===== config.mk =====
export PLATFORM = sky130hd
export DESIGN_NAME = dual_motor_step_limit_controller_flat
export DESIGN_NICKNAME = d
export VERILOG_FILES = /design/src/hdl/dmslc_pkg.sv /design/src/hdl/dmslc_if.sv /design/src/hdl/dual_motor_step_limit_controller.sv /design/src/flat_wrapper.sv
export SDC_FILE = /design/constraint.sdc
export NUM_CORES = 1
export LEC_CHECK = 0
export ABC_CLOCK_PERIOD_IN_PS = 4500
export BUFFER_PORTS_ARGS = -buffer_cell sky130_fd_sc_hd__buf_4
export CORE_UTILIZATION = 30
export DETAILED_ROUTE_END_ITERATION = 6
export GPL_TIMING_DRIVEN = 0
export PLACE_DENSITY = 0.59
export REMOVE_ABC_BUFFERS = 1
export SETUP_SLACK_MARGIN = 0.4
export SLEW_MARGIN = 5
export SYNTH_ARGS = -nofsm -noshare
export SYNTH_HDL_FRONTEND = slang
export SYNTH_SLANG_ARGS = --single-unit

===== constraint.sdc =====
create_clock -name clk -period 4.5 [get_ports clk]
set_input_delay 0.45 -clock clk [delete_from_list [all_inputs] [get_ports clk]]
set_output_delay 0.45 -clock clk [all_outputs]
set_load 0.02 [all_outputs]

===== src/hdl/dmslc_pkg.sv =====
// ----------------------------------------------------------------------------
// dmslc_pkg: shared types and constants
// Field widths, request codes, register indexes and reset values for the
// dual motor step/limit controller.
// ----------------------------------------------------------------------------
package dmslc_pkg;

  // Field widths
  localparam int PWM_BITS      = 12;
  localparam int COUNT_BITS    = 18;
  localparam int SPEED_BITS    = PWM_BITS + 1;
  localparam int STEP_BITS     = 16;
  localparam int FREE_BITS     = COUNT_BITS - 1;
  localparam int REQ_BITS      = 3;
  localparam int CFG_ADDR_BITS = 4;
  localparam int CFG_DATA_BITS = 32;
  localparam int CFG_IDX_BITS  = 2;

  typedef logic [PWM_BITS-1:0]          duty_t;
  typedef logic signed [COUNT_BITS-1:0] count_t;
  typedef logic signed [SPEED_BITS-1:0] speed_t;
  typedef logic signed [STEP_BITS-1:0]  steps_t;
  typedef logic [FREE_BITS-1:0]         free_t;
  typedef logic [REQ_BITS-1:0]          req_t;
  typedef logic [CFG_IDX_BITS-1:0]      cfg_idx_t;

  // Request codes
  localparam req_t REQ_DRIVE      = 3'd0;
  localparam req_t REQ_STEP       = 3'd1;
  localparam req_t REQ_SERVO      = 3'd2;
  localparam req_t REQ_LEFT_TICK  = 3'd3;
  localparam req_t REQ_RIGHT_TICK = 3'd4;
  localparam req_t REQ_POLL       = 3'd5;

  // Configuration register indexes (byte address = 4 * index)
  localparam cfg_idx_t CFG_SERVO_FLOOR = 2'd0;
  localparam cfg_idx_t CFG_SERVO_CEIL  = 2'd1;
  localparam cfg_idx_t CFG_FREE_RUN    = 2'd2;

  // Register reset values
  localparam duty_t SERVO_FLOOR_RST = 12'd150;
  localparam duty_t SERVO_CEIL_RST  = 12'd600;
  localparam free_t FREE_RUN_RST    = 17'd9999;

  // Direction encoding
  localparam logic DIR_FWD = 1'b0;
  localparam logic DIR_REV = 1'b1;

  // Count saturation bounds
  localparam count_t COUNT_MAX = {1'b0, {(COUNT_BITS-1){1'b1}}};
  localparam count_t COUNT_MIN = {1'b1, {(COUNT_BITS-1){1'b0}}};

endpackage


===== src/hdl/dmslc_if.sv =====
// ----------------------------------------------------------------------------
// dmslc_if: request and result channel interfaces
// Valid/ready channels; a transaction moves at a clock edge with valid and
// ready both high.
// ----------------------------------------------------------------------------
interface dmslc_in_if;
  import dmslc_pkg::*;

  logic   valid;
  logic   ready;
  req_t   req_type;
  speed_t left_speed;
  speed_t right_speed;
  steps_t left_steps;
  steps_t right_steps;
  duty_t  servo_pos;

  modport source (
    output valid, req_type, left_speed, right_speed, left_steps, right_steps,
           servo_pos,
    input  ready
  );
  modport sink (
    input  valid, req_type, left_speed, right_speed, left_steps, right_steps,
           servo_pos,
    output ready
  );
endinterface

interface dmslc_out_if;
  import dmslc_pkg::*;

  logic   valid;
  logic   ready;
  duty_t  left_fwd_duty;
  duty_t  left_rev_duty;
  duty_t  right_fwd_duty;
  duty_t  right_rev_duty;
  duty_t  servo_duty;
  count_t left_count;
  count_t right_count;
  logic   left_limit_hit;
  logic   right_limit_hit;

  modport source (
    output valid, left_fwd_duty, left_rev_duty, right_fwd_duty, right_rev_duty,
           servo_duty, left_count, right_count, left_limit_hit, right_limit_hit,
    input  ready
  );
  modport sink (
    input  valid, left_fwd_duty, left_rev_duty, right_fwd_duty, right_rev_duty,
           servo_duty, left_count, right_count, left_limit_hit, right_limit_hit,
    output ready
  );
endinterface


===== src/hdl/dual_motor_step_limit_controller.sv =====
// Each request (drive, step, servo, left/right encoder tick, poll) is captured
// in an input register; on the next cycle in which the result stage is free it
// updates the controller state in one combinational pass, and the result
// (duties, slit counts and limit-hit flags after the update) is presented from
// the state and hit registers. Throughput is one request per clock while the
// result channel is not stalled; a request passes the input register and then
// the state registers on its way to a valid result. The input register
// takes one more request while a finished result waits. Registers sit on an
// APB port at byte addresses 0 (servo floor), 4 (servo ceiling) and 8
// (free_run_limit); write them only while no request is in flight.
// ----------------------------------------------------------------------------
// dual_motor_step_limit_controller: two-motor drive with encoder step limits
// Drive/step commands produce forward/reverse PWM duty pairs, encoder ticks
// update signed slit counts, polls stop sides that reached their limit, and
// servo requests clamp the servo duty into a configured window.
// ----------------------------------------------------------------------------
module dual_motor_step_limit_controller (
  input  logic                                  clk,
  input  logic                                  rst_n,
  dmslc_in_if.sink                              in_if,
  dmslc_out_if.source                           out_if,
  input  logic                                  psel,
  input  logic                                  penable,
  input  logic                                  pwrite,
  input  logic [dmslc_pkg::CFG_ADDR_BITS-1:0]   paddr,
  input  logic [dmslc_pkg::CFG_DATA_BITS-1:0]   pwdata,
  output logic [dmslc_pkg::CFG_DATA_BITS-1:0]   prdata,
  output logic                                  pready
);
  import dmslc_pkg::*;

  typedef struct packed {
    duty_t fwd;
    duty_t rev;
    logic  dir;
    logic  stop;
  } drive_t;

  // Speed to duty pair; magnitude saturates at full duty
  function automatic drive_t drive_side(speed_t v);
    logic [SPEED_BITS-1:0] mag;
    duty_t                 duty;
    drive_t                d;
    mag    = v[SPEED_BITS-1] ? (~v + 1'b1) : v;
    duty   = mag[SPEED_BITS-1] ? {PWM_BITS{1'b1}} : mag[PWM_BITS-1:0];
    d.dir  = v[SPEED_BITS-1] ? DIR_REV : DIR_FWD;
    d.fwd  = v[SPEED_BITS-1] ? '0 : duty;
    d.rev  = v[SPEED_BITS-1] ? duty : '0;
    d.stop = (v == '0);
    return d;
  endfunction

  // count +/- steps, saturated to the count range
  function automatic count_t step_limit(count_t c, logic dir, steps_t s);
    logic signed [COUNT_BITS:0] ce;
    logic signed [COUNT_BITS:0] se;
    logic signed [COUNT_BITS:0] sum;
    ce  = {c[COUNT_BITS-1], c};
    se  = {{(COUNT_BITS+1-STEP_BITS){s[STEP_BITS-1]}}, s};
    sum = (dir == DIR_REV) ? (ce - se) : (ce + se);
    if (sum[COUNT_BITS] != sum[COUNT_BITS-1]) begin
      return sum[COUNT_BITS] ? COUNT_MIN : COUNT_MAX;
    end
    return sum[COUNT_BITS-1:0];
  endfunction

  // One encoder slit in the current direction, saturated
  function automatic count_t tick(count_t c, logic dir);
    if (dir == DIR_REV) begin
      return (c == COUNT_MIN) ? c : count_t'(c - 1'b1);
    end
    return (c == COUNT_MAX) ? c : count_t'(c + 1'b1);
  endfunction

  // Magnitude of a count; fits unsigned in the same width
  function automatic logic [COUNT_BITS-1:0] count_mag(count_t c);
    return c[COUNT_BITS-1] ? (~c + 1'b1) : c;
  endfunction

  // Configuration registers
  duty_t    servo_floor_r;
  duty_t    servo_ceil_r;
  free_t    free_run_r;
  cfg_idx_t cfg_idx;
  logic     cfg_wr;

  // Input register
  logic   in_valid_r;
  req_t   in_req_r;
  speed_t in_ls_r;
  speed_t in_rs_r;
  steps_t in_lst_r;
  steps_t in_rst_r;
  duty_t  in_pos_r;
  logic   adv;

  // Controller state; also serves as the result register
  logic   out_valid_r;
  duty_t  lfwd_r, lrev_r, rfwd_r, rrev_r, servo_r;
  duty_t  lfwd_nxt, lrev_nxt, rfwd_nxt, rrev_nxt, servo_nxt;
  count_t lcnt_r, rcnt_r, lcnt_nxt, rcnt_nxt;
  count_t llim_r, rlim_r, llim_nxt, rlim_nxt;
  logic   ldir_r, rdir_r, ldir_nxt, rdir_nxt;
  logic   lhit_r, rhit_r, lhit_nxt, rhit_nxt;

  // Intermediate terms of the update
  drive_t dl, dr;
  count_t lcnt_drv, rcnt_drv;
  duty_t  pos_lo, pos_cl;
  logic   lpoll_hit, rpoll_hit;

  // ---------------- configuration port ----------------
  assign pready  = 1'b1;
  assign cfg_idx = paddr[CFG_ADDR_BITS-1:2];
  assign cfg_wr  = psel && penable && pwrite;

  always_ff @(posedge clk) begin
    if (!rst_n) begin
      servo_floor_r <= SERVO_FLOOR_RST;
      servo_ceil_r  <= SERVO_CEIL_RST;
      free_run_r    <= FREE_RUN_RST;
    end else if (cfg_wr) begin
      unique case (cfg_idx)
        CFG_SERVO_FLOOR: servo_floor_r <= pwdata[PWM_BITS-1:0];
        CFG_SERVO_CEIL:  servo_ceil_r  <= pwdata[PWM_BITS-1:0];
        CFG_FREE_RUN:    free_run_r    <= pwdata[FREE_BITS-1:0];
        default: ;
      endcase
    end
  end

  always_comb begin
    unique case (cfg_idx)
      CFG_SERVO_FLOOR: prdata = CFG_DATA_BITS'(servo_floor_r);
      CFG_SERVO_CEIL:  prdata = CFG_DATA_BITS'(servo_ceil_r);
      CFG_FREE_RUN:    prdata = CFG_DATA_BITS'(free_run_r);
      default:         prdata = '0;
    endcase
  end

  // ---------------- handshake ----------------
  // Input register moves on when the result stage is empty or being drained
  assign adv         = in_valid_r && (!out_valid_r || out_if.ready);
  assign in_if.ready = !in_valid_r || adv;

  always_ff @(posedge clk) begin
    if (!rst_n) begin
      in_valid_r  <= 1'b0;
      out_valid_r <= 1'b0;
    end else begin
      if (in_if.ready) begin
        in_valid_r <= in_if.valid;
      end
      if (adv) begin
        out_valid_r <= 1'b1;
      end else if (out_if.ready) begin
        out_valid_r <= 1'b0;
      end
    end
  end

  always_ff @(posedge clk) begin
    if (in_if.ready) begin
      in_req_r <= in_if.req_type;
      in_ls_r  <= in_if.left_speed;
      in_rs_r  <= in_if.right_speed;
      in_lst_r <= in_if.left_steps;
      in_rst_r <= in_if.right_steps;
      in_pos_r <= in_if.servo_pos;
    end
  end

  // ---------------- update terms ----------------
  assign dl       = drive_side(in_ls_r);
  assign dr       = drive_side(in_rs_r);
  assign lcnt_drv = dl.stop ? '0 : lcnt_r;
  assign rcnt_drv = dr.stop ? '0 : rcnt_r;

  assign pos_lo = (in_pos_r < servo_floor_r) ? servo_floor_r : in_pos_r;
  assign pos_cl = (pos_lo > servo_ceil_r) ? servo_ceil_r : pos_lo;

  assign lpoll_hit = (llim_r != '0) && (count_mag(lcnt_r) >= count_mag(llim_r));
  assign rpoll_hit = (rlim_r != '0) && (count_mag(rcnt_r) >= count_mag(rlim_r));

  // ---------------- next state ----------------
  always_comb begin
    lfwd_nxt  = lfwd_r;
    lrev_nxt  = lrev_r;
    rfwd_nxt  = rfwd_r;
    rrev_nxt  = rrev_r;
    servo_nxt = servo_r;
    lcnt_nxt  = lcnt_r;
    rcnt_nxt  = rcnt_r;
    llim_nxt  = llim_r;
    rlim_nxt  = rlim_r;
    ldir_nxt  = ldir_r;
    rdir_nxt  = rdir_r;
    lhit_nxt  = lhit_r;
    rhit_nxt  = rhit_r;
    if (adv) begin
      lhit_nxt = 1'b0;
      rhit_nxt = 1'b0;
      unique case (in_req_r) inside
        REQ_DRIVE, REQ_STEP: begin
          lfwd_nxt = dl.fwd;
          lrev_nxt = dl.rev;
          ldir_nxt = dl.dir;
          lcnt_nxt = lcnt_drv;
          rfwd_nxt = dr.fwd;
          rrev_nxt = dr.rev;
          rdir_nxt = dr.dir;
          rcnt_nxt = rcnt_drv;
          if (in_req_r == REQ_STEP) begin
            llim_nxt = step_limit(lcnt_drv, dl.dir, in_lst_r);
            rlim_nxt = step_limit(rcnt_drv, dr.dir, in_rst_r);
          end else begin
            llim_nxt = COUNT_BITS'(free_run_r);
            rlim_nxt = COUNT_BITS'(free_run_r);
          end
        end
        REQ_SERVO: begin
          servo_nxt = pos_cl;
        end
        REQ_LEFT_TICK: begin
          lcnt_nxt = tick(lcnt_r, ldir_r);
        end
        REQ_RIGHT_TICK: begin
          rcnt_nxt = tick(rcnt_r, rdir_r);
        end
        REQ_POLL: begin
          if (lpoll_hit) begin
            lfwd_nxt = '0;
            lrev_nxt = '0;
            ldir_nxt = DIR_FWD;
            lcnt_nxt = '0;
            llim_nxt = '0;
            lhit_nxt = 1'b1;
          end
          if (rpoll_hit) begin
            rfwd_nxt = '0;
            rrev_nxt = '0;
            rdir_nxt = DIR_FWD;
            rcnt_nxt = '0;
            rlim_nxt = '0;
            rhit_nxt = 1'b1;
          end
        end
        default: ;  // unused codes leave the state alone
      endcase
    end
  end

  always_ff @(posedge clk) begin
    if (!rst_n) begin
      lfwd_r  <= '0;
      lrev_r  <= '0;
      rfwd_r  <= '0;
      rrev_r  <= '0;
      servo_r <= '0;
      lcnt_r  <= '0;
      rcnt_r  <= '0;
      llim_r  <= '0;
      rlim_r  <= '0;
      ldir_r  <= DIR_FWD;
      rdir_r  <= DIR_FWD;
      lhit_r  <= 1'b0;
      rhit_r  <= 1'b0;
    end else begin
      lfwd_r  <= lfwd_nxt;
      lrev_r  <= lrev_nxt;
      rfwd_r  <= rfwd_nxt;
      rrev_r  <= rrev_nxt;
      servo_r <= servo_nxt;
      lcnt_r  <= lcnt_nxt;
      rcnt_r  <= rcnt_nxt;
      llim_r  <= llim_nxt;
      rlim_r  <= rlim_nxt;
      ldir_r  <= ldir_nxt;
      rdir_r  <= rdir_nxt;
      lhit_r  <= lhit_nxt;
      rhit_r  <= rhit_nxt;
    end
  end

  // ---------------- result channel ----------------
  assign out_if.valid           = out_valid_r;
  assign out_if.left_fwd_duty   = lfwd_r;
  assign out_if.left_rev_duty   = lrev_r;
  assign out_if.right_fwd_duty  = rfwd_r;
  assign out_if.right_rev_duty  = rrev_r;
  assign out_if.servo_duty      = servo_r;
  assign out_if.left_count      = lcnt_r;
  assign out_if.right_count     = rcnt_r;
  assign out_if.left_limit_hit  = lhit_r;
  assign out_if.right_limit_hit = rhit_r;

  // ---------------- assertions ----------------
  // Hit flags only come from a poll transaction
  a_hit_only_poll: assert property (@(posedge clk) disable iff (!rst_n)
    (adv && in_req_r != REQ_POLL) |=> (!lhit_r && !rhit_r))
    else $error("limit hit flagged on a non-poll transaction");

  // A left hit leaves the side fully stopped
  a_left_stop: assert property (@(posedge clk) disable iff (!rst_n)
    (adv && lhit_nxt) |=> (lcnt_r == '0 && llim_r == '0 && ldir_r == DIR_FWD
                           && lfwd_r == '0 && lrev_r == '0))
    else $error("left side not stopped after limit hit");

  // A right hit leaves the side fully stopped
  a_right_stop: assert property (@(posedge clk) disable iff (!rst_n)
    (adv && rhit_nxt) |=> (rcnt_r == '0 && rlim_r == '0 && rdir_r == DIR_FWD
                           && rfwd_r == '0 && rrev_r == '0))
    else $error("right side not stopped after limit hit");

  // Forward and reverse duties are never active together
  a_duty_exclusive: assert property (@(posedge clk) disable iff (!rst_n)
    (lfwd_r == '0 || lrev_r == '0) && (rfwd_r == '0 || rrev_r == '0))
    else $error("forward and reverse duty both nonzero");

  // A stalled result with a waiting request blocks new input
  a_stall_backpressure: assert property (@(posedge clk) disable iff (!rst_n)
    (out_valid_r && !out_if.ready && in_valid_r) |-> !in_if.ready)
    else $error("input accepted while both stages are full and stalled");

  // The state does not change while a result is stalled
  a_state_hold: assert property (@(posedge clk) disable iff (!rst_n)
    (out_valid_r && !out_if.ready) |=> ($stable(lcnt_r) && $stable(rcnt_r)
                                        && $stable(servo_r)))
    else $error("state changed under a stalled result");

endmodule

===== src/flat_wrapper.sv =====
// flat-port wrapper written by rule: the top's interface ports become plain ports
module dual_motor_step_limit_controller_flat import dmslc_pkg::*;
  (clk, rst_n, psel, penable, pwrite, paddr, pwdata, prdata, pready, in_if_valid, in_if_req_type, in_if_left_speed, in_if_right_speed, in_if_left_steps, in_if_right_steps, in_if_servo_pos, in_if_ready, out_if_valid, out_if_left_fwd_duty, out_if_left_rev_duty, out_if_right_fwd_duty, out_if_right_rev_duty, out_if_servo_duty, out_if_left_count, out_if_right_count, out_if_left_limit_hit, out_if_right_limit_hit, out_if_ready);
  dmslc_in_if in_if_i ();
  dmslc_out_if out_if_i ();
  input  logic clk;
  input  logic rst_n;
  input  logic psel;
  input  logic penable;
  input  logic pwrite;
  input  logic [dmslc_pkg::CFG_ADDR_BITS-1:0] paddr;
  input  logic [dmslc_pkg::CFG_DATA_BITS-1:0] pwdata;
  output logic [dmslc_pkg::CFG_DATA_BITS-1:0] prdata;
  output logic pready;
  input wire logic [$bits(in_if_i.valid)-1:0] in_if_valid;
  input wire logic [$bits(in_if_i.req_type)-1:0] in_if_req_type;
  input wire logic [$bits(in_if_i.left_speed)-1:0] in_if_left_speed;
  input wire logic [$bits(in_if_i.right_speed)-1:0] in_if_right_speed;
  input wire logic [$bits(in_if_i.left_steps)-1:0] in_if_left_steps;
  input wire logic [$bits(in_if_i.right_steps)-1:0] in_if_right_steps;
  input wire logic [$bits(in_if_i.servo_pos)-1:0] in_if_servo_pos;
  output wire logic [$bits(in_if_i.ready)-1:0] in_if_ready;
  output wire logic [$bits(out_if_i.valid)-1:0] out_if_valid;
  output wire logic [$bits(out_if_i.left_fwd_duty)-1:0] out_if_left_fwd_duty;
  output wire logic [$bits(out_if_i.left_rev_duty)-1:0] out_if_left_rev_duty;
  output wire logic [$bits(out_if_i.right_fwd_duty)-1:0] out_if_right_fwd_duty;
  output wire logic [$bits(out_if_i.right_rev_duty)-1:0] out_if_right_rev_duty;
  output wire logic [$bits(out_if_i.servo_duty)-1:0] out_if_servo_duty;
  output wire logic [$bits(out_if_i.left_count)-1:0] out_if_left_count;
  output wire logic [$bits(out_if_i.right_count)-1:0] out_if_right_count;
  output wire logic [$bits(out_if_i.left_limit_hit)-1:0] out_if_left_limit_hit;
  output wire logic [$bits(out_if_i.right_limit_hit)-1:0] out_if_right_limit_hit;
  input wire logic [$bits(out_if_i.ready)-1:0] out_if_ready;
  assign in_if_i.valid = in_if_valid;
  assign in_if_i.req_type = in_if_req_type;
  assign in_if_i.left_speed = in_if_left_speed;
  assign in_if_i.right_speed = in_if_right_speed;
  assign in_if_i.left_steps = in_if_left_steps;
  assign in_if_i.right_steps = in_if_right_steps;
  assign in_if_i.servo_pos = in_if_servo_pos;
  assign in_if_ready = in_if_i.ready;
  assign out_if_valid = out_if_i.valid;
  assign out_if_left_fwd_duty = out_if_i.left_fwd_duty;
  assign out_if_left_rev_duty = out_if_i.left_rev_duty;
  assign out_if_right_fwd_duty = out_if_i.right_fwd_duty;
  assign out_if_right_rev_duty = out_if_i.right_rev_duty;
  assign out_if_servo_duty = out_if_i.servo_duty;
  assign out_if_left_count = out_if_i.left_count;
  assign out_if_right_count = out_if_i.right_count;
  assign out_if_left_limit_hit = out_if_i.left_limit_hit;
  assign out_if_right_limit_hit = out_if_i.right_limit_hit;
  assign out_if_i.ready = out_if_ready;
  dual_motor_step_limit_controller u_core (.clk(clk), .rst_n(rst_n), .in_if(in_if_i), .out_if(out_if_i), .psel(psel), .penable(penable), .pwrite(pwrite), .paddr(paddr), .pwdata(pwdata), .prdata(prdata), .pready(pready));
endmodule

==> results.yml, run 1 <==
synthesis:
  post-synth-top-area-cell: "dfxtp_1"
  synth_compound_area_share_pct: 23.5
  muxShareOfSynthArea_pct: 1.49
  synth_top_family_by_area: "compound AO/OA/AOI/OAI gates"
  synthesized_flop_and_latch_total: 252
  post_synth_inst_count: 2081
  yosys.area.top_type_share_pct: 20.5
  synth_enable_flop_cells: 73
  average_footprint_of_a_synthesized_cell_um2: 8.41
  yosys_warnings: 0
  main_area_contributors_after_synthesis: "dfxtp_1, edfxtp_1, ha_1"
  synth-seq-area-share_pct: 33.0
  yosys.area_share.simple_pct: 19.4
  synthXorXnorAreaFrac_pct: 7.44
  syn_area_um2: 17500
  synthArstFlopShare_pct: 0
  ys_types: 84
  yosys.area_share.adder_pct: 10.2
  synth_ff_type: "dfxtp_1"
place:
  place.gp.congestion: 0.905
  buffer_ports.inserted: 215
  placed_cells: 2954
  dpl-instance-area_um2: 19800
  detailedPlacementHpwl_mm: 42.4
floorplanning:
  floorplan.die_area_um2: 59300
  initial_utilization_pct: 30.3
  die_height_um: 244
  design.core.area_um2: 57700
  die_width_um: 244
  fp-row-count: 88
  io_pins: 249
hold_path:
  hp-start: "in_if_left_speed[11]"
  whs_path_depth: 1
  min_delay_worst_endpoint: "u_core.in_ls_r[11]"
  holdCritPathClass: "in2reg"
route:
  drc: 0
  wl_per_cell_um: 19.4
  detail_route.wirelength_mm: 60.5
  drt-vias-per-instance: 5.41
  detail_route.iter0.violations: 1231
  drt_first_pass_iters: 5
  final_antenna_net_count: 0
  detailroute.via_count: 16900
timing:
  rsz_0062_raised_after_global_routing: "yes"
  max_freq_mhz: 227
  holdWs_ns: 0.0249
  setup-violations-final: 0
  timing_hold_violations_final: 0
  layout_worst_path_cycle_share_pct: 97.9
  maxSlewHeadroom_pct: 15.3
  fin_tns_setup_ns: 0
  tightestPinTransition_ns: 1.26
  worst_clock_skew_ns: 0.0203
  timing_max_transition_violations_final: 0
  post_layout_minimum_cycle_time_ns: 4.40
final_layout:
  layout.nets: 2589
  fillCellCount: 5777
  antenna_cells: 0
  post_layout_instance_area_um2: 22700
  area.growth.synth_to_final_pct: 29.5
  layout-drive-gt1-share_pct: 22.0
  finalNonFillerCells: 3120
  utilization_pct: 39.3
  multiInputGateArea_um2: 11800
  final_cell_mix: "buf_4, nand2_1, a21oi_1"
  seq_area_um2: 5780
  layout.cells.most_common: "buf_4"
global_routing:
  number_of_antenna_violations_at_the_first_check_in_global_routing: 0
  grt_start_max_net_pins: 79
  grt_overflow: 0
  grt_pass1_vias: 16000
  grt_first_pass_wirelength_mm: 92.1
  grtUsageTotal_pct: 19.5
clocking:
  cts.clk_slew.worst_paths_ns: 0.06
  worstSkewPairLatency_ns: 0.60
  numCtsBuffers: 30
  cts_tree: "built"
  clock_path_buffers: 3
  cts_htree_levels: 1
  clkSinkCount: 252
  ctsRootBufferMaster: "clkbuf_16"
power_and_ir_drop:
  power-per-cell-area_nw_per_um2: 267
  ir_worst_vdd_v: 0.000290
  cellLeakagePower_uw: 0.00931
critical_path:
  crit_reg_reg_startpoint: "u_core.in_ls_r[1]"
  ff2ff_setup_slack_ns: 0.1
  worst_setup_path_start_kind: "flop"
  timing.rr.end: "u_core.llim_r[2]"
  required_arrival_time_at_the_worst_endpoint_ns: 4.98
  path_class: "reg2reg"
  worst-r2r-cell-count: 19
  arrival_ns: 4.89
  critPathMaxFanout: 4
  critical_path_capture_point_type: "flop"
run_status:
  outcome: "finished clean"
job:
  max_cap_viol_count: 0
[flip-flops by register name (all words and copies together) (netlist names), 3 cells and up]
name / cells
u_core.out_if.left_count: 18
u_core.in_rs_r: 13
u_core.out_if.right_count: 18
u_core.in_lst_r: 16
u_core.out_if.servo_duty: 12
u_core.out_if.left_rev_duty: 12
u_core.free_run_r: 17
u_core.in_pos_r: 12
u_core.rlim_r: 18
u_core.servo_floor_r: 12
u_core.out_if.right_fwd_duty: 12
u_core.llim_r: 18
u_core.in_req_r: 3
u_core.in_rst_r: 16
u_core.out_if.right_rev_duty: 12
u_core.servo_ceil_r: 12
u_core.in_ls_r: 13
u_core.out_if.left_fwd_duty: 12
[cells in the mapped netlist (8+ instances only)]
cell	instances
nand2_1	210
o41ai_1	9
a22oi_1	19
a21o_1	31
ha_1	137
or3_1	18
nand2b_1	25
a211oi_1	15
a22o_1	18
and2_1	16
o211ai_1	29
a211o_1	8
o21ai_0	154
and3_1	9
nor4_1	17
nor2b_1	45
or2_2	9
a221o_1	12
o32ai_1	11
mux2i_1	26
nor3_1	58
xnor2_1	109
o31ai_1	24
or4_1	8
a2111oi_0	8
a21oi_1	187
nand4b_1	16
buf_4	16
nand3_1	54
inv_1	78
edfxtp_1	73
nor2_1	110
a31oi_1	14
dfxtp_1	179
nand4_1	39
o21bai_1	10
clkbuf_1	100
o21a_1	20
xor2_1	36
[repair_timing]
item,4_1_cts,5_1_grt
pin swaps,59,35
gates cloned,5,2
endpoints found under the setup margin,90,134
gates resized for setup,112,75
hold buffers,9,0
setup buffers,58,37
endpoints found under the hold margin,9,0
[layer usage]
metal / up-vias / global-route usage [%] / wire (µm) / share of wire [%]
met5: - / 0 / 0 / 0
met4: 0 / 5.31 / 1460 / 2.4
met3: 77 / 3.04 / 3610 / 6.0
met2: 541 / 33.4 / 29200 / 48
met1: 8130 / 25.2 / 26200 / 43
li1: 8143 / - / - / -
[area by class of cell]
class	instances	share of cell area, %
Clock buffer	39	3.79
Clock inverter	16	0.717
Inverter	79	1.34
Multi-Input combinational cell	1640	52.0
Sequential cell	252	25.5
Tap cell	765	4.22
Timing Repair Buffer	329	12.4
[cells by family after synthesis]
| kind of cell | after synthesis |
|---|---|
| xor+xnor | 147 |
| buf+inv | 208 |
| simple gates | 670 |
| mux | 26 |
| flops | 252 |
| other cells | 2 |
| compound gates | 635 |
| fa+ha+maj | 141 |
[power breakdown]
part	switching (µW)	total, µW	internal, µW
Clock	1040	2550	1510
Sequential	97.8	2500	2400
Combinational	587	1010	425
[per-stage QoR]
step	total power [µW]	worst slack, ns
after global routing	6300	0.00318
after detailed placement	3370	-1.80
after global placement	3340	-2.67
after CTS	6060	0.198
after floorplan	3030	-0.196
final	6060	0.0967
[critical path, cell delays in order (launching register included)]
cell and delay, ns:
edfxtp_1 0.40, inv_1 0.09, ha_2 0.17, or4b_4 0.51, nor4_4 0.14, buf_4 0.18
buf_6 0.12, nor2_4 0.04, ha_1 0.33, nor2b_4 0.14, o31a_1 0.29, o311ai_4 0.38
a2111oi_4 0.13, or4_4 0.55, a31oi_4 0.22, buf_12 0.14, buf_12 0.09, buf_12 0.10
nor2_1 0.04, a211o_1 0.23
[worst max path at each step]
stage                             startpoint                 to  slack (ns)  cells past startpoint
after global routing       u_core.in_ls_r[1]   u_core.llim_r[2]       0.003                     22
final                      u_core.in_ls_r[1]   u_core.llim_r[2]         0.1                     19
after detailed placement   u_core.in_rs_r[0]   u_core.rlim_r[7]       -1.80                     16
after floorplan            u_core.in_ls_r[0]   u_core.llim_r[5]       -0.20                     14
after CTS                  u_core.in_ls_r[1]  u_core.llim_r[16]        0.20                     19
after global placement    u_core.in_req_r[0]   u_core.llim_r[1]       -2.67                      6
Note: power is estimated with default switching activity, not from simulation.
==> run 2, diff against run 1 <==
==> constraint.sdc (replaced) <==
create_clock -name clk -period 4.5 [get_ports clk]
set_input_delay 0.9 -clock clk [delete_from_list [all_inputs] [get_ports clk]]
set_output_delay 0.9 -clock clk [all_outputs]
set_load 0.02 [all_outputs]
==> run 2 against run 1 <==
  * Combinational power barely moved
  * Count of clock-buffer cells in the layout did not move
  * Non-clock buffer count fell by 9
  * Worst setup slack improved by 0.010 ns
  * Power barely moved
==> results.yml, run 2 (synthesized netlist as in run 1, its figures left out) <==
critical_path:
  crit_top_cell: "buf_12"
  slowest_stage: "or4_4"
  arrival_ns: 4.88
  critPathMaxFanout: 4
  worst_path_largest_cell_delay_ns: 0.55
  worst_setup_path_start_kind: "flop"
  crit_reg_reg_startpoint: "u_core.in_ls_r[1]"
  timing.critical_path.from: "u_core.in_ls_r[1]"
  required_arrival_time_at_the_worst_endpoint_ns: 4.98
  critical_path.n_buffers_inverters: 5
  cpLargestDelayFamily: "simple AND/OR/NAND/NOR gates"
  path_class: "reg2reg"
  cp_cell_sequence: "inv_1 > ha_2 > or4b_4 > buf_6 > nand2b_4 > or3_4 > nand2_4 > ha_4 > nor2b_4 > o31a_1 > o311ai_4 > a2111oi_4 > or4_4 > a31oi_4 > buf_12 > buf_12 > buf_12 > nor2_2 > a211o_1"
  critical_path_capture_point_type: "flop"
final_layout:
  fillCellCount: 5784
  layout.nets: 2580
  seq_area_um2: 5780
  antenna_cells: 0
  layout-drive-gt1-share_pct: 22.1
  utilization_pct: 39.1
  post_layout_instance_area_um2: 22600
  area.growth.synth_to_final_pct: 29.0
  layout.cells.most_common: "buf_4"
  multiInputGateArea_um2: 11800
  final_cell_mix: "buf_4, nand2_1, a21oi_1"
timing:
  setup-violations-final: 0
  timing_hold_violations_final: 0
  rsz_0062_raised_after_global_routing: "yes"
  tightestPinTransition_ns: 1.28
  layout_worst_path_cycle_share_pct: 97.6
  post-route-worst-setup-slack_ns: 0.107
  timing_max_transition_violations_final: 0
  fin_tns_setup_ns: 0
  maxSlewHeadroom_pct: 14.0
  post_layout_minimum_cycle_time_ns: 4.39
  holdWs_ns: 0.453
  worst_clock_skew_ns: 0.0198
  max_freq_mhz: 228
place:
  buffer_ports.inserted: 215
  place.gp.congestion: 0.905
  detailedPlace.worstSlack_ns: -1.80
  detailedPlacementHpwl_mm: 42.4
  dpl-instance-area_um2: 19800
route:
  detailroute.via_count: 16900
  drt-vias-per-instance: 5.42
  drc: 0
  drt_first_pass_iters: 5
  final_antenna_net_count: 0
  wl_per_cell_um: 19.4
  detail_route.wirelength_mm: 60.4
  detail_route.iter0.violations: 1298
clocking:
  cts_htree_levels: 1
  ctsRootBufferMaster: "clkbuf_16"
  cts_tree: "built"
  worstSkewPairLatency_ns: 0.60
  cts.clk_slew.worst_paths_ns: 0.06
  clock_path_buffers: 3
  clkSinkCount: 252
  numCtsBuffers: 30
global_routing:
  grtUsageTotal_pct: 19.4
  grt_overflow: 0
  number_of_antenna_violations_at_the_first_check_in_global_routing: 0
  grt_first_pass_wirelength_mm: 91.9
  grt_pass1_vias: 15900
  grt_start_max_net_pins: 79
power_and_ir_drop:
  power.internal_uw: 4330
  ir_worst_vdd_v: 0.000290
  p_switching_uw: 1720
  power-per-cell-area_nw_per_um2: 268
  pwr-share-seq_pct: 41.3
  pwr-share-clk_pct: 42.1
  combPwrFrac_pct: 16.6
  cellLeakagePower_uw: 0.00927
  power.share.switching_pct: 28.5
floorplanning:
  die_width_um: 244
  design.core.area_um2: 57700
  floorplan.die_area_um2: 59300
  die_height_um: 244
  io_pins: 249
  initial_utilization_pct: 30.3
  fp-row-count: 88
hold_path:
  hp-start: "u_core.out_if.left_fwd_duty[1]"
  holdCritPathClass: "reg2reg"
run_status:
  outcome: "finished clean"
job:
  max_cap_viol_count: 0
run 2: cell count changes in the layout (fill, tap and decap cells not counted):
| cell | change |
|---|---|
| dlygate4sd3_1 | -9 |
run 2: power groups by stage:
| stage | combinational (µW) | clock [µW] | sequential [µW] |
|---|---|---|---|
| after CTS | 936 | 2620 | 2500 |
| after detailed placement | 818 | 0 | 2550 |
| after global placement | 790 | 0 | 2550 |
| after global routing | 1090 | 2700 | 2510 |
| final | 1000 | 2550 | 2500 |
| after floorplan | 505 | 0 | 2530 |
run 2: metal layers:
layer | global-route usage, % | share of wire (%) | vias up
met4 | 5.28 | 2.5 | 0
li1 | - | - | 8117
met3 | 3.04 | 6.1 | 79
met1 | 25.1 | 43 | 8108
met2 | 33.3 | 48 | 563
met5 | 0 | 0 | -
run 2: worst register-to-register path, cell delays in order (launching register included):
cell and delay [ns]:
edfxtp_1 0.41, inv_1 0.09, ha_2 0.17, or4b_4 0.51, buf_6 0.15, nand2b_4 0.14
or3_4 0.39, nand2_4 0.09, ha_4 0.15, nor2b_4 0.04, o31a_1 0.29, o311ai_4 0.38
a2111oi_4 0.13, or4_4 0.55, a31oi_4 0.22, buf_12 0.14, buf_12 0.09, buf_12 0.10
nor2_2 0.03, a211o_1 0.23
run 2: timing repair:
action	4_1_cts	5_1_grt
pin swaps	59	35
setup endpoints to repair	90	134
setup buffers	58	37
resized for setup	112	75
hold buffers	0	0
gates cloned	5	2
run 2: worst paths after layout:
| check | endpoint | slack [ns] | depth (start not counted) |
|---|---|---|---|
| worst max-delay path | u_core.llim_r[3] | 0.11 | 19 |
| worst min register to register | u_core.out_if.left_fwd_duty[1] | 0.45 | 2 |
| worst min-delay path | u_core.out_if.left_fwd_duty[1] | 0.45 | 2 |
| worst max register to register | u_core.llim_r[3] | 0.11 | 19 |
run 2: final cells by class:
class	count	area share, %
Inverter	79	1.35
Tap cell	765	4.24
Multi-Input combinational cell	1640	52.2
Sequential cell	252	25.6
Clock inverter	16	0.720
Clock buffer	39	3.80
Timing Repair Buffer	320	12.0
run 2: metrics by stage:
| step | power (µW) | instances |
|---|---|---|
| finish | 6060 | 3111 |
| global route | 6300 | 3111 |
| CTS | 6050 | 3072 |
| detailed placement | 3370 | 2954 |
| global placement | 3340 | 2946 |
| floorplan | 3030 | 1966 |
